[src/rtl/sps_pkg.sv]
// Package for the stepper phase sequencer: item types, constants and coil tables.
package sps_pkg;

	localparam int unsigned ANGLE_W  = 13;
	localparam int unsigned HOLD_W   = 8;
	localparam int unsigned CYCLE_W  = 13;
	localparam int unsigned COIL_W   = 4;
	localparam int unsigned PHASE_W  = 3;

	// floor(angle*64/45) as (angle * ceil(2^25/45)) >> 19, exact for every 13-bit angle
	localparam logic [19:0] CYC_RECIP = 20'd745655;
	localparam int unsigned CYC_SHIFT = 19;
	localparam int unsigned CYC_PROD_W = ANGLE_W + 20;
	localparam int unsigned CYC_RAW_W  = CYC_PROD_W - CYC_SHIFT;
	localparam logic [CYCLE_W-1:0] MAX_CYCLES = 13'd8191;

	localparam logic [PHASE_W-1:0] FULL_LAST = 3'd3;
	localparam logic [PHASE_W-1:0] HALF_LAST = 3'd7;

	// Command codes
	typedef enum logic {
		CMD_TICK  = 1'b0,
		CMD_START = 1'b1
	} cmd_code_t;

	// Accepted command after the cycle count has been worked out
	typedef struct packed {
		cmd_code_t          cmd;
		logic [CYCLE_W-1:0] cycles;
		logic               dir_ccw;
		logic               half_step;
		logic [HOLD_W-1:0]  hold_ticks;
	} cmd_item_t;

	// One result transaction
	typedef struct packed {
		logic [COIL_W-1:0] coils;
		logic              busy_res;
		logic              move_done;
		logic              rejected;
	} res_item_t;

	// Coil pattern for a position in the cycle
	function automatic logic [COIL_W-1:0] pattern_at(
		input logic               half,
		input logic               ccw,
		input logic [PHASE_W-1:0] idx
	);
		logic [PHASE_W-1:0] i;
		logic [COIL_W-1:0]  pat;
		begin
			pat = '0;
			if (half) begin
				i = ccw ? (HALF_LAST - idx) : idx;
				case (i)
					3'd0:    pat = 4'h9;
					3'd1:    pat = 4'h1;
					3'd2:    pat = 4'h3;
					3'd3:    pat = 4'h2;
					3'd4:    pat = 4'h6;
					3'd5:    pat = 4'h4;
					3'd6:    pat = 4'hC;
					default: pat = 4'h8;
				endcase
			end else begin
				i = ccw ? (FULL_LAST - {1'b0, idx[1:0]}) : {1'b0, idx[1:0]};
				case (i[1:0])
					2'd0:    pat = 4'h1;
					2'd1:    pat = 4'h2;
					2'd2:    pat = 4'h4;
					default: pat = 4'h8;
				endcase
			end
			return pat;
		end
	endfunction

endpackage

[src/rtl/sps_cmd_if.sv]
// Command channel: valid/ready handshake with the move command payload.
interface sps_cmd_if;
	logic                          valid;
	logic                          ready;
	logic                          cmd;
	logic [sps_pkg::ANGLE_W-1:0]   angle_deg;
	logic                          dir_ccw;
	logic                          half_step;
	logic [sps_pkg::HOLD_W-1:0]    hold_ticks;

	modport source (output valid, cmd, angle_deg, dir_ccw, half_step, hold_ticks,
		input ready);
	modport sink (input valid, cmd, angle_deg, dir_ccw, half_step, hold_ticks,
		output ready);
endinterface

[src/rtl/sps_res_if.sv]
// Result channel: valid/ready handshake with the coil and status payload.
interface sps_res_if;
	logic                         valid;
	logic                         ready;
	logic [sps_pkg::COIL_W-1:0]   coils;
	logic                         busy_res;
	logic                         move_done;
	logic                         rejected;

	modport source (output valid, coils, busy_res, move_done, rejected, input ready);
	modport sink (input valid, coils, busy_res, move_done, rejected, output ready);
endinterface

[src/rtl/sps_cycle_calc.sv]
// Cycle count of a move: floor(angle*64/45) by reciprocal multiply, saturated.
module sps_cycle_calc (
	input  logic [sps_pkg::ANGLE_W-1:0] angle_deg,
	output logic [sps_pkg::CYCLE_W-1:0] cycles
);

	logic [sps_pkg::CYC_PROD_W-1:0] prod;
	logic [sps_pkg::CYC_RAW_W-1:0]  raw;

	// Multiply by the scaled reciprocal of 45 and drop the fraction
	assign prod = sps_pkg::CYC_PROD_W'(angle_deg) * sps_pkg::CYC_PROD_W'(sps_pkg::CYC_RECIP);
	assign raw  = prod[sps_pkg::CYC_PROD_W-1:sps_pkg::CYC_SHIFT];

	// Clamp to the largest count the counter holds
	always_comb begin
		if (raw > sps_pkg::CYC_RAW_W'(sps_pkg::MAX_CYCLES)) begin
			cycles = sps_pkg::MAX_CYCLES;
		end else begin
			cycles = raw[sps_pkg::CYCLE_W-1:0];
		end
	end

endmodule

[src/rtl/sps_move_ctrl.sv]
// Move state: phase position, hold countdown and cycle count; one update per transaction.
module sps_move_ctrl (
	input  logic                clk,
	input  logic                arst_n,
	input  logic                en,
	input  sps_pkg::cmd_item_t  item,
	output sps_pkg::res_item_t  res
);

	logic [sps_pkg::COIL_W-1:0]  coil_q, coil_d;
	logic [sps_pkg::PHASE_W-1:0] phase_q, phase_d;
	logic [sps_pkg::CYCLE_W-1:0] left_q, left_d;
	logic [sps_pkg::HOLD_W-1:0]  hcnt_q, hcnt_d;
	logic [sps_pkg::HOLD_W-1:0]  hlat_q, hlat_d;
	logic                        dir_q, dir_d;
	logic                        mode_q, mode_d;
	logic                        busy_q, busy_d;
	logic                        done, rej;
	logic [sps_pkg::PHASE_W-1:0] last_idx;
	logic [sps_pkg::PHASE_W-1:0] next_idx;
	logic [sps_pkg::CYCLE_W-1:0] left_dec;
	logic                        wrap;

	assign last_idx = mode_q ? sps_pkg::HALF_LAST : sps_pkg::FULL_LAST;
	assign wrap     = (phase_q == last_idx);
	assign next_idx = wrap ? '0 : phase_q + 1'b1;
	assign left_dec = (left_q != '0) ? left_q - 1'b1 : left_q;

	// Next state for the current transaction
	always_comb begin
		coil_d  = coil_q;
		phase_d = phase_q;
		left_d  = left_q;
		hcnt_d  = hcnt_q;
		hlat_d  = hlat_q;
		dir_d   = dir_q;
		mode_d  = mode_q;
		busy_d  = busy_q;
		done    = 1'b0;
		rej     = 1'b0;
		if (item.cmd == sps_pkg::CMD_START) begin
			if (busy_q) begin
				rej = 1'b1;
			end else if (item.cycles == '0) begin
				done = 1'b1;
			end else begin
				// latch the move and drive the first pattern
				dir_d   = item.dir_ccw;
				mode_d  = item.half_step;
				hlat_d  = (item.hold_ticks == '0) ? sps_pkg::HOLD_W'(1) : item.hold_ticks;
				hcnt_d  = hlat_d;
				left_d  = item.cycles;
				phase_d = '0;
				coil_d  = sps_pkg::pattern_at(item.half_step, item.dir_ccw, '0);
				busy_d  = 1'b1;
			end
		end else if (busy_q) begin
			if (hcnt_q > sps_pkg::HOLD_W'(1)) begin
				hcnt_d = hcnt_q - 1'b1;
			end else begin
				if (wrap) begin
					left_d = left_dec;
				end
				if (wrap && left_dec == '0) begin
					// last hold over: keep the pattern, go idle
					hcnt_d  = '0;
					phase_d = '0;
					busy_d  = 1'b0;
					done    = 1'b1;
				end else begin
					phase_d = next_idx;
					hcnt_d  = hlat_q;
					coil_d  = sps_pkg::pattern_at(mode_q, dir_q, next_idx);
				end
			end
		end
	end

	// Result shows the state after the update
	assign res.coils     = coil_d;
	assign res.busy_res  = busy_d;
	assign res.move_done = done;
	assign res.rejected  = rej;

	// Commit the update when the transaction moves on
	always_ff @(posedge clk or negedge arst_n) begin
		if (!arst_n) begin
			coil_q  <= '0;
			phase_q <= '0;
			left_q  <= '0;
			hcnt_q  <= '0;
			hlat_q  <= '0;
			dir_q   <= 1'b0;
			mode_q  <= 1'b0;
			busy_q  <= 1'b0;
		end else if (en) begin
			coil_q  <= coil_d;
			phase_q <= phase_d;
			left_q  <= left_d;
			hcnt_q  <= hcnt_d;
			hlat_q  <= hlat_d;
			dir_q   <= dir_d;
			mode_q  <= mode_d;
			busy_q  <= busy_d;
		end
	end

endmodule

[src/rtl/stepper_phase_sequencer.sv]
// Unipolar stepper sequencer: full step and half step coil phases from tick and move commands.
// Pipeline: a result passes through the input register and the result register, with the
// move state updated as the item leaves the input register.
// Throughput: one transaction per cycle; the only limit is the result side's ready.
// Reset (arst_n low): coils off, idle, both pipeline stages empty.
module stepper_phase_sequencer (
	input  logic       clk,
	input  logic       arst_n,
	sps_cmd_if.sink    cmd_ch,
	sps_res_if.source  res_ch
);

	sps_pkg::cmd_item_t          item_s1;
	sps_pkg::res_item_t          res_s2;
	sps_pkg::res_item_t          res_next;
	logic                        vld_s1, vld_s2;
	logic                        adv;
	logic                        take;
	logic [sps_pkg::CYCLE_W-1:0] cycles;

	assign adv          = !vld_s2 || res_ch.ready;
	assign cmd_ch.ready = !vld_s1 || adv;
	assign take         = cmd_ch.valid && cmd_ch.ready;

	sps_cycle_calc u_cycle_calc (
		.angle_deg (cmd_ch.angle_deg),
		.cycles    (cycles)
	);

	sps_move_ctrl u_move_ctrl (
		.clk    (clk),
		.arst_n (arst_n),
		.en     (adv && vld_s1),
		.item   (item_s1),
		.res    (res_next)
	);

	// Track occupancy of both stages
	always_ff @(posedge clk or negedge arst_n) begin
		if (!arst_n) begin
			vld_s1 <= 1'b0;
			vld_s2 <= 1'b0;
		end else begin
			if (take) begin
				vld_s1 <= 1'b1;
			end else if (adv) begin
				vld_s1 <= 1'b0;
			end
			if (adv) begin
				vld_s2 <= vld_s1;
			end
		end
	end

	// Capture the command and its cycle count
	always_ff @(posedge clk) begin
		if (take) begin
			item_s1.cmd        <= sps_pkg::cmd_code_t'(cmd_ch.cmd);
			item_s1.cycles     <= cycles;
			item_s1.dir_ccw    <= cmd_ch.dir_ccw;
			item_s1.half_step  <= cmd_ch.half_step;
			item_s1.hold_ticks <= cmd_ch.hold_ticks;
		end
	end

	// Hold the result until the sink takes it
	always_ff @(posedge clk) begin
		if (adv && vld_s1) begin
			res_s2 <= res_next;
		end
	end

	assign res_ch.valid     = vld_s2;
	assign res_ch.coils     = res_s2.coils;
	assign res_ch.busy_res  = res_s2.busy_res;
	assign res_ch.move_done = res_s2.move_done;
	assign res_ch.rejected  = res_s2.rejected;

endmodule

[src/flat_wrapper.sv]
// flat-port wrapper written by rule: the top's interface ports become plain ports
module stepper_phase_sequencer_flat 
  (clk, arst_n, cmd_ch_valid, cmd_ch_cmd, cmd_ch_angle_deg, cmd_ch_dir_ccw, cmd_ch_half_step, cmd_ch_hold_ticks, cmd_ch_ready, res_ch_valid, res_ch_coils, res_ch_busy_res, res_ch_move_done, res_ch_rejected, res_ch_ready);
  sps_cmd_if cmd_ch_i ();
  sps_res_if res_ch_i ();
  input  logic clk;
  input  logic arst_n;
  input wire logic [$bits(cmd_ch_i.valid)-1:0] cmd_ch_valid;
  input wire logic [$bits(cmd_ch_i.cmd)-1:0] cmd_ch_cmd;
  input wire logic [$bits(cmd_ch_i.angle_deg)-1:0] cmd_ch_angle_deg;
  input wire logic [$bits(cmd_ch_i.dir_ccw)-1:0] cmd_ch_dir_ccw;
  input wire logic [$bits(cmd_ch_i.half_step)-1:0] cmd_ch_half_step;
  input wire logic [$bits(cmd_ch_i.hold_ticks)-1:0] cmd_ch_hold_ticks;
  output wire logic [$bits(cmd_ch_i.ready)-1:0] cmd_ch_ready;
  output wire logic [$bits(res_ch_i.valid)-1:0] res_ch_valid;
  output wire logic [$bits(res_ch_i.coils)-1:0] res_ch_coils;
  output wire logic [$bits(res_ch_i.busy_res)-1:0] res_ch_busy_res;
  output wire logic [$bits(res_ch_i.move_done)-1:0] res_ch_move_done;
  output wire logic [$bits(res_ch_i.rejected)-1:0] res_ch_rejected;
  input wire logic [$bits(res_ch_i.ready)-1:0] res_ch_ready;
  assign cmd_ch_i.valid = cmd_ch_valid;
  assign cmd_ch_i.cmd = cmd_ch_cmd;
  assign cmd_ch_i.angle_deg = cmd_ch_angle_deg;
  assign cmd_ch_i.dir_ccw = cmd_ch_dir_ccw;
  assign cmd_ch_i.half_step = cmd_ch_half_step;
  assign cmd_ch_i.hold_ticks = cmd_ch_hold_ticks;
  assign cmd_ch_ready = cmd_ch_i.ready;
  assign res_ch_valid = res_ch_i.valid;
  assign res_ch_coils = res_ch_i.coils;
  assign res_ch_busy_res = res_ch_i.busy_res;
  assign res_ch_move_done = res_ch_i.move_done;
  assign res_ch_rejected = res_ch_i.rejected;
  assign res_ch_i.ready = res_ch_ready;
  stepper_phase_sequencer u_core (.clk(clk), .arst_n(arst_n), .cmd_ch(cmd_ch_i), .res_ch(res_ch_i));
endmodule
[config.mk]
export PLATFORM = sky130hd
export DESIGN_NAME = stepper_phase_sequencer_flat
export DESIGN_NICKNAME = d
export VERILOG_FILES = /design/src/rtl/sps_pkg.sv /design/src/rtl/sps_cmd_if.sv /design/src/rtl/sps_res_if.sv /design/src/rtl/sps_cycle_calc.sv /design/src/rtl/sps_move_ctrl.sv /design/src/rtl/stepper_phase_sequencer.sv /design/src/flat_wrapper.sv
export SDC_FILE = /design/constraint.sdc
export NUM_CORES = 1
export LEC_CHECK = 0
export ABC_CLOCK_PERIOD_IN_PS = 5900
export BUFFER_PORTS_ARGS = -buffer_cell sky130_fd_sc_hd__buf_4
export CAP_MARGIN = 15
export CORE_MARGIN = 2
export CORE_UTILIZATION = 40
export CTS_CLUSTER_SIZE = 14
export DETAILED_ROUTE_END_ITERATION = 6
export GPL_TIMING_DRIVEN = 0
export RECOVER_POWER = 25
export REMOVE_ABC_BUFFERS = 1
export SYNTH_ARGS = -nofsm -noshare
export SYNTH_HDL_FRONTEND = slang
export SYNTH_SLANG_ARGS = --single-unit
[constraint.sdc]
create_clock -name clk -period 5.9 [get_ports clk]
set_clock_uncertainty 0.2 [all_clocks]
set_input_delay 0.885 -clock clk [delete_from_list [all_inputs] [get_ports clk]]
set_output_delay 0.885 -clock clk [all_outputs]
set_load 0.005 [all_outputs]
After elaboration in Yosys (flattened, before gate mapping). Cells that the tools add are included. Widths: inputs -> output; s select.

Word-level logic and storage cells: 124. Output and inout bits: 9. Input port bits: 28. Register bits after elaboration: 72.

Multiplexer cells: 53. Multipliers: 1. Magnitude comparators: 2. Equality and inequality tests: 20. Bitwise operators: 2. Reductions and logical operators: 22. Add/subtract/negate cells: 5.

Operator list (count): $mux 13 (7); $mux 8 (7); $pmux 4 s7 (2); $mul 13x20->33 const B (1); $mux 4 (8); $mux 3 (10); $logic_not 13->1 (2); $pmux 4 s3 (2); $eq 3x3->1 const B (6); $mux 1 (15); $gt 14x13->1 const B (1); $reduce_bool 13->1 (1); $sub 13x1->13 const B (1); $eq 3x2->1 const B (4); $gt 8x1->1 const B (1); $logic_not 8->1 (1); $reduce_and 4->1 (2); $sub 8x1->8 const B (1); $eq 3x1->1 const B (2); $logic_not 3->1 (2); $reduce_and 6->1 (1); $reduce_bool 2->1 (3); $reduce_and 5->1 (1); $eq 2x1->1 const B (2); other kinds (13) (22).

Logic depth before layout (Yosys ltp). Gate-level depths: netlist of the first run.

Depth after elaboration: 12. Mapped depth: 19. Depth with buffers taken out: 18.

By module. A second synthesis of the first run with hierarchy kept.

Cells, all modules: 855. Area, all modules: 8057.7 sq um.

By module, submodules not included: sps_cycle_calc (cells an instance 442, sequential area each 0.0 sq um, instances 1, area each 4030.1 sq um); sps_move_ctrl (cells an instance 374, sequential area each 975.9 sq um, instances 1, area each 2992.9 sq um); stepper_phase_sequencer (cells an instance 39, sequential area each 980.9 sq um, instances 1, area each 1034.7 sq um).

Least setup slack after synthesis of the first run. OpenSTA, ideal clock, no wires.

Path type: input port to flip-flop. Start: input cmd_ch_angle_deg[10]. End: register u_core.item_s1[10] (netlist bit), data pin. Buffers on the path: 1. Arrival time: 5096 ps. Cell stages on the path: 16. Library setup time: 268 ps. Path slack: 337 ps. Required time: 5432 ps. Path through: ha_1 > fa_1 > fa_1 > inv_1 > fa_1 > inv_1 > fa_1 > ha_1 > nand3_1 > a211o_1 > o211ai_1 > nand4_1 > a21oi_1 > xnor2_1 > clkbuf_1 > nand2_1.

Cells in the longest elaborated chain, start to end: 2.

RTL lines: from (decl) (line flat_wrapper.sv:10) `input wire logic [$bits(cmd_ch_i.angle_deg)-1:0] cmd_ch_angle_deg;`; $mul 13x20->33 * (line sps_cycle_calc.sv:11) `assign prod = sps_pkg::CYC_PROD_W'(angle_deg) * sps_pkg::CYC_PROD_W'(sps_pkg::CYC_RECIP);`; $gt 14x13->1 (line sps_cycle_calc.sv:16) `if (raw > sps_pkg::CYC_RAW_W'(sps_pkg::MAX_CYCLES)) begin`; to (decl) (line stepper_phase_sequencer.sv:13) `sps_pkg::cmd_item_t item_s1;`.

Mark *: on every way between the ends. The rest lies on a longest branch, timed or not. A chain may end at the register's enable or synchronous reset.

Worst setup path in the final report of the first run.
Start: input cmd_ch_angle_deg[4]. End: register u_core.item_s1[20] (netlist bit), data pin.

The elaborated chain is that of the path after synthesis.

==> results.md, run 1 <==
- Status: finished, violations left
- Violated checks: max-capacitance violations, max-slew violations
- CP Max Fanout: 6
- Startpoint types: input port
- WHS: ~0.28 ns
- Synth Flop Type: dfrtp_1
- Crit-path max cell delay: approximately 0.53 ns
- Max Cap Viol: 1
- Overflow after GRT: 0
- Register area share after synthesis: about a quarter
- Gpl congestion: ~0.87
- Layout cells sized above 1: under 10%
- CTS clock-pin slew for the worst setup and hold paths: about 0.07 ns
- Initial Utilization: slightly above 40%
- DRC viols: 0
- CP max-delay cell: fa_1
- Antenna Nets Post-Route: 0
- Final critical-path share of the clock period: a little over nine tenths
- Final Cell Area: 8660 um2
- Placed cell areas: around 8300 um2
- Cell taking the most area after synthesis: fa_1
- Total placed cells including tap cells: ~1100
- # port buffers: 36
- Syn_area_per_cell: roughly 9.4 um2
- Slew headroom: -54.7%
- RSZ-0062 raised after global routing: false
- Endpoint class of the critical path: register
- Most common cell after layout, fill and taps aside: inv_1
- Fillers: ~1900
- Largest cells by area after synthesis: fa_1 18%, ha_1 16%, dfrtp_1 13%
- Vias: about 5800
- H-tree depth: 3
- Initial DRC count: ~400
- Vias per inst: 5.14
- Final Hold Viols: 0
- Root Driver: clkbuf_16
- DP HPWL: roughly 14000 um
- Nets: ~1100
- Layout Area Growth over Synthesis: 11.7%
- Finished Layout Cells: between 1000 and 1500
- WP data required: 5.79 ns
- Die extent in x: 143 um
- Core footprint: 18800 um2
- Worst Setup Slack, final: between 0.2 and 0.25 ns
- Synthesized instance count: between 800 and 900
- Final wirelength: between 15000 and 20000 um
- Pwr Density: around 420 nW/um2
- Hold Crit Class: reg2reg
- Flops & latches, synth: 72
- Distinct cells, synth: between 60 and 70
- Asr flop ratio synth: roughly 57%
- CTS tree: done
- First-pass GRT wire length: approximately 29000 um
- Clk buf depth: 2
- Most frequent cells in the layout: 153 x inv_1, 101 x ha_1, 70 x fa_1
- Endpoints failing setup: 0
- Leakage: about 4 nW
- Post-synth EDFFs: 31
- Most Frequent Cell on Critical Path: inv_1
- Row count: 50
- Area of the die: between 20000 and 25000 um2
- Clock Sinks: just over 70
- Final Max Slew Viols: 42
- Synthesized area: ~7800 um2
- Clk Latency, worst-skew pair: around 0.34 ns
- CP cell instances: buf_4 > ha_1 > inv_1 > fa_1 > inv_1 > ha_1 > inv_1 > fa_1 > inv_1 > fa_1 > ha_1 > a211oi_1 > o21ai_0 > nor4_2 > o211ai_1 > a31oi_1 > o221ai_1 > xnor2_1 > nand2_1
- Synth top area share: a little under a fifth
- Slew at the pin with the worst max-slew slack: around 2.3 ns
- First-pass DRT Iterations: 7
- Die height: 143 um
- Initial antenna violation count: 0
- WL/cell: 15.1 um
- Min cycle time layout: between 5 and 6 ns
- VDD IR max: 197 uV
- Multi-input gate area: approximately 5200 um2
- Register Area: around 2000 um2
- Yosys warnings: 0
- Vias in the first global route: approximately 5700
- Diodes inserted: 0
- TritonCTS Buffers: 9
- Top-level I/O count: 37
- Pre-CTS setup slack: -0.646 ns
- Largest net degree at the start of global routing: 42
- Maximum clock frequency: between 0.15 and 0.2 GHz
- Critical Path AT: approximately 5.6 ns
- All-Layer GR Usage: 17.8%
- Crit Path Class: in2reg
what timing repair did:
| action | 4_1_cts | 5_1_grt |
|---|---|---|
| pin swaps | 0 | 2 |
| setup endpoints to repair | 13 | 13 |
| hold buffers | 0 | 0 |
| buffers inserted | 0 | 3 |
| gates cloned | 0 | 0 |
| gates resized for setup | 1 | 7 |
power breakdown:
| part | total [mW] | internal, mW | switching (mW) |
|---|---|---|---|
| sequential | 0.818 | 0.694 | 0.124 |
| combinational | 2.32 | 0.992 | 1.33 |
| clock | 0.512 | 0.288 | 0.224 |
kinds of logic after synthesis:
kind of cell | after synthesis | synth area share (%)
and+or+nand+nor | 203 | 13.1
xor gates and xnor gates | 18 | 2.03
muxes | 19 | 2.60
DFF | 72 | 25.2
adders and majority gates | 173 | 34.8
AOI/OAI and AO/OA | 169 | 13.6
buffers and inverters | 175 | 8.60
final timing paths:
kind / endpoint / start / depth (start not counted) / slack [ns]
max in group asynchronous: u_core.u_move_ctrl.hcnt_q[0] / arst_n / 1 / 3.13
hold reg to reg: u_core.u_move_ctrl.phase_q[1] / u_core.u_move_ctrl.phase_q[1] / 2 / 0.28
setup / recovery: u_core.item_s1[20] / cmd_ch_angle_deg[4] / 19 / 0.23
hold / removal: u_core.u_move_ctrl.phase_q[1] / u_core.u_move_ctrl.phase_q[1] / 2 / 0.28
min in group asynchronous: u_core.u_move_ctrl.left_q[8] / arst_n / 1 / 1.04
setup reg to reg: u_core.u_move_ctrl.left_q[1] / u_core.item_s1[23] / 7 / 2.05
routing by layer:
| metal | wire length, um | track usage (%) | share of wire [%] |
|---|---|---|---|
| met3 | 400 | 2.08 | 2.3 |
| met5 | 0 | 0 | 0 |
| met1 | 8190 | 24.2 | 48 |
| met2 | 8230 | 30.1 | 48 |
| met4 | 224 | 4.59 | 1.3 |
cells in the mapped netlist (5+ instances only):
| library cell | number |
|---|---|
| inv_1 | 153 |
| ha_1 | 102 |
| fa_1 | 71 |
| nand2_1 | 58 |
| nor2_1 | 50 |
| o21ai_0 | 45 |
| a21oi_1 | 44 |
| dfrtp_1 | 41 |
| edfxtp_1 | 31 |
| clkbuf_1 | 18 |
| nand3_1 | 17 |
| nor3_1 | 14 |
| a31oi_1 | 12 |
| xnor2_1 | 12 |
| nor4_1 | 11 |
| mux2i_1 | 10 |
| mux2_2 | 9 |
| o22ai_1 | 9 |
| nand4_1 | 8 |
| nor2b_1 | 7 |
| a22oi_1 | 6 |
| xor2_1 | 6 |
| o21a_1 | 5 |
state kept, by name (all words and copies together), names as in the netlist, 3 cells and up:
name and cells:
u_core.res_ch.coils 4, u_core.u_move_ctrl.coil_q 4, u_core.u_move_ctrl.left_q 13, u_core.u_move_ctrl.hlat_q 8
u_core.u_move_ctrl.hcnt_q 8, u_core.item_s1 24, u_core.u_move_ctrl.phase_q 3
worst max-delay path: cells and delay by family:
kind	cells	cell delay, ns
compound gates	5	1.12
simple gates	2	0.41
fa+ha+maj	6	2.55
buf+inv	5	0.39
xor+xnor	1	0.20
stage by stage:
| stage | setup TNS, ns | power, mW | util [%] |
|---|---|---|---|
| 3_5_place_dp | -7.32 | 3.11 | 44.3 |
| 6_report | 0 | 3.65 | 46.0 |
| 3_3_place_gp | -7.16 | 3.08 | 43.9 |
| 5_1_grt | 0 | 4.05 | 46.0 |
| 4_1_cts | 0 | 3.65 | 45.8 |
| 2_1_floorplan | 0 | 2.52 | - |
final cells by class:
class	count	area share [%]
clock buffer	9	2.60
clock inverter	7	0.650
inverter	154	6.68
multi-input combinational	582	59.7
sequential	72	22.6
tap	260	3.76
timing repair buffer	42	4.06
Power figures use the tool's default switching activity.
==> run 2, diff against run 1 <==
--- a/config.mk
+++ b/config.mk
@@ -7,3 +7,3 @@
 export LEC_CHECK = 0
-export ABC_CLOCK_PERIOD_IN_PS = 5900
+export ABC_CLOCK_PERIOD_IN_PS = 5200
 export BUFFER_PORTS_ARGS = -buffer_cell sky130_fd_sc_hd__buf_4
==> constraint.sdc (replaced) <==
create_clock -name clk -period 5.2 [get_ports clk]
set_clock_uncertainty 0.2 [all_clocks]
set_input_delay 1.04 -clock clk [delete_from_list [all_inputs] [get_ports clk]]
set_output_delay 1.04 -clock clk [all_outputs]
set_load 0.005 [all_outputs]
==> run 2 against run 1 <==
Compared with the run above:
- combinational power grew 35%
- global-route usage grew 0.65 points
- largest power group unchanged
- design area grew 6.4%
- the flow finishes with violations (max-capacitance violations, max-slew violations, negative setup slack)
- non-clock buffer count grew 16
- register-to-register slack lost 0.78 ns
- clock-buffer cell count is the same
- first-iteration DRC count grew 4.8%
- die area is the same
==> results.md, run 2 (synthesis results as in run 1) <==
- DP HPWL: roughly 14000 um
- Vias: roughly 6000
- FF-to-FF End: u_core.u_move_ctrl.left_q[1]
- Sw Ratio: between 40% and 50%
- Reg2reg start: u_core.item_s1[23]
- Hold Crit Class: reg2reg
- Buf/Inv on CP: 6
- Die extent in x: about 140 um
- TritonCTS Buffers: 9
- CTS tree: done
- Top-level I/O count: 37
- Crit-path max cell delay: 0.55 ns
- Core footprint: between 15000 and 20000 um2
- WHS Endpoint: u_core.u_move_ctrl.phase_q[1]
- Diodes inserted: 0
- Maximum clock frequency: 0.181 GHz
- FF-to-FF setup slack: 1.27 ns
- Met3 routed WL: 449 um
- WL/cell: 15.4 um
- Row count: 50
- Area of the die: 20500 um2
- Startpoint types: input port
- P_int: around 2.5 mW
- CP max-delay cell: fa_1
- Met2 Routed Length: 8550 um
- Wl on met1: 8330 um
- DRC viols: 0
- CP Max Fanout: 6
- Most frequent cells in the layout: 145 x inv_1, 81 x ha_1, 63 x fa_1
- # port buffers: 36
- Comb power frac: between 60% and 70%
- Most common cell after layout, fill and taps aside: inv_1
- Hold path depth: 2
- Initial DRC count: ~410
- Pwr Density: just over 500 nW/um2
- First-pass GRT wire length: ~30000 um
- Overflow after GRT: 0
- Violated checks: max-capacitance violations, max-slew violations, negative setup slack
- Worst reg2reg path depth: 7
- Die height: between 100 and 150 um
- CTS clock-pin slew for the worst setup and hold paths: roughly 0.060 ns
- Most Frequent Cell on Critical Path: fa_1
- CP cell instances: buf_12 > ha_4 > inv_2 > fa_1 > inv_2 > fa_1 > inv_1 > fa_1 > fa_1 > inv_2 > ha_4 > o21ai_2 > a211o_1 > o211ai_1 > nand4_1 > a21oi_2 > xnor2_2 > clkbuf_16 > nand2_2
- Crit Path Class: in2reg
- Clk Latency, worst-skew pair: roughly 0.35 ns
- Root Driver: clkbuf_16
- Sequential share of power: between 20% and 30%
- Antenna Nets Post-Route: 0
- Slew headroom: -57.6%
- All-Layer GR Usage: between 10% and 20%
- Top reg by flops: u_core.item_s1
- Initial Utilization: 41.2%
- Vias in the first global route: roughly 6000
- Vias per inst: 5.16
- Endpoints failing setup: 13
- Layout Area Growth over Synthesis: 18.9%
- Clock Sinks: a little over 70
- Crit path launch: cmd_ch_angle_deg[4]
- Pre-CTS setup slack: -1.50 ns
- Status: finished, violations left
- Final critical-path share of the clock period: 106%
- Endpoint class of the critical path: register
- Worst Setup Slack, final: -0.337 ns
- Min cycle time layout: ~5.5 ns
- VDD IR max: approximately 250 uV
- Nets: 1078
- Leakage: a little over 4 nW
- Crit path depth: 19
- Slew at the pin with the worst max-slew slack: about 2.4 ns
- Largest net degree at the start of global routing: between 40 and 50
- Top Registers: u_core.item_s1: 24 flops, u_core.u_move_ctrl.left_q: 13 flops
- Placed cell areas: about 8300 um2
- WP data required: between 5 and 6 ns
- Crit path max-delay family: adder cells
- Gpl congestion: 0.868
- P_sw: ~2.1 mW
- Clk buf depth: 2
- Max layer used: met4
- H-tree depth: 3
- Final Hold Viols: 0
- RSZ-0062 raised after global routing: true
- Layout cells sized above 1: between 10% and 20%
- Initial antenna violation count: 0
- Final Cell Area: 9210 um2
- Max Cap Viol: 1
- Design Power: between 4 and 5 mW
- Final Max Slew Viols: between 40 and 50
- Critical Path AT: roughly 5.4 ns
- Clock share of power: 12.5%
- WHS: 0.282 ns
- Final wirelength: roughly 18000 um
- Hold buffer count at cts: 0
- Largest register FFs: 24
- First-pass DRT Iterations: 5
- Hold path start: u_core.u_move_ctrl.phase_q[1]
==> run 2: cell types whose count changed in the layout (fill, tap and decap cells not counted), sizes merged <==
cell	change
buf	+15
clkbuf	+1
==> run 2: layout make-up <==
cell class | count | area, um2
Inverter | 154 | 578
Timing Repair Buffer | 58 | 553
Clock inverter | 7 | 56.3
Tap cell | 260 | 325
Sequential cell | 72 | 1960
Multi-Input combinational cell | 582 | 5520
Fill cell | 1783 | 9620
Clock buffer | 9 | 225
==> run 2: worst max-delay path by stage <==
stage	slack (ns)	to
3_3_place_gp	-1.50	u_core.item_s1[16]
4_1_cts	-0.32	u_core.item_s1[12]
2_1_floorplan	-0.54	u_core.item_s1[15]
6_report	-0.34	u_core.item_s1[11]
5_1_grt	-0.50	u_core.item_s1[22]
3_5_place_dp	-1.50	u_core.item_s1[16]
==> run 2: worst reg2reg max path, delay by kind of cell (launching register included) <==
family	cells	cell delay, ns
flops	1	0.95
fa+ha+maj	1	0.46
compound gates	3	0.72
buf+inv	1	0.54
simple gates	2	0.91
==> run 2: power groups by stage <==
| stage | clock [mW] | sequential, mW | combinational, mW |
|---|---|---|---|
| 2_1_floorplan | 0 | 0.893 | 1.96 |
| 3_3_place_gp | 0 | 0.937 | 2.56 |
| 3_5_place_dp | 0 | 0.934 | 2.60 |
| 4_1_cts | 0.599 | 0.925 | 3.03 |
| 5_1_grt | 0.619 | 0.953 | 3.54 |
| 6_report | 0.583 | 0.928 | 3.14 |
==> run 2: per-stage QoR <==
stage | utilization (%) | cells | setup TNS [ns]
floorplan | - | 808 | -6.10
global placement | 43.9 | 1104 | -18.28
detailed placement | 44.3 | 1107 | -18.43
CTS | 48.7 | 1140 | -3.90
global route | 48.9 | 1142 | -6.42
finish | 48.9 | 1142 | -4.28
==> run 2: repair_timing <==
item,4_1_cts,5_1_grt
pin swaps,38,28
gates cloned,1,0
buffers inserted,16,3
gates resized for setup,77,16
setup endpoints to repair,13,13
==> run 2: metal layers <==
layer  track usage, %  vias to the layer above
li1                 -                     2946
met1             24.8                     2840
met2             31.4                       90
met3             2.08                       19
met4             5.16                        0
met5                0                        -
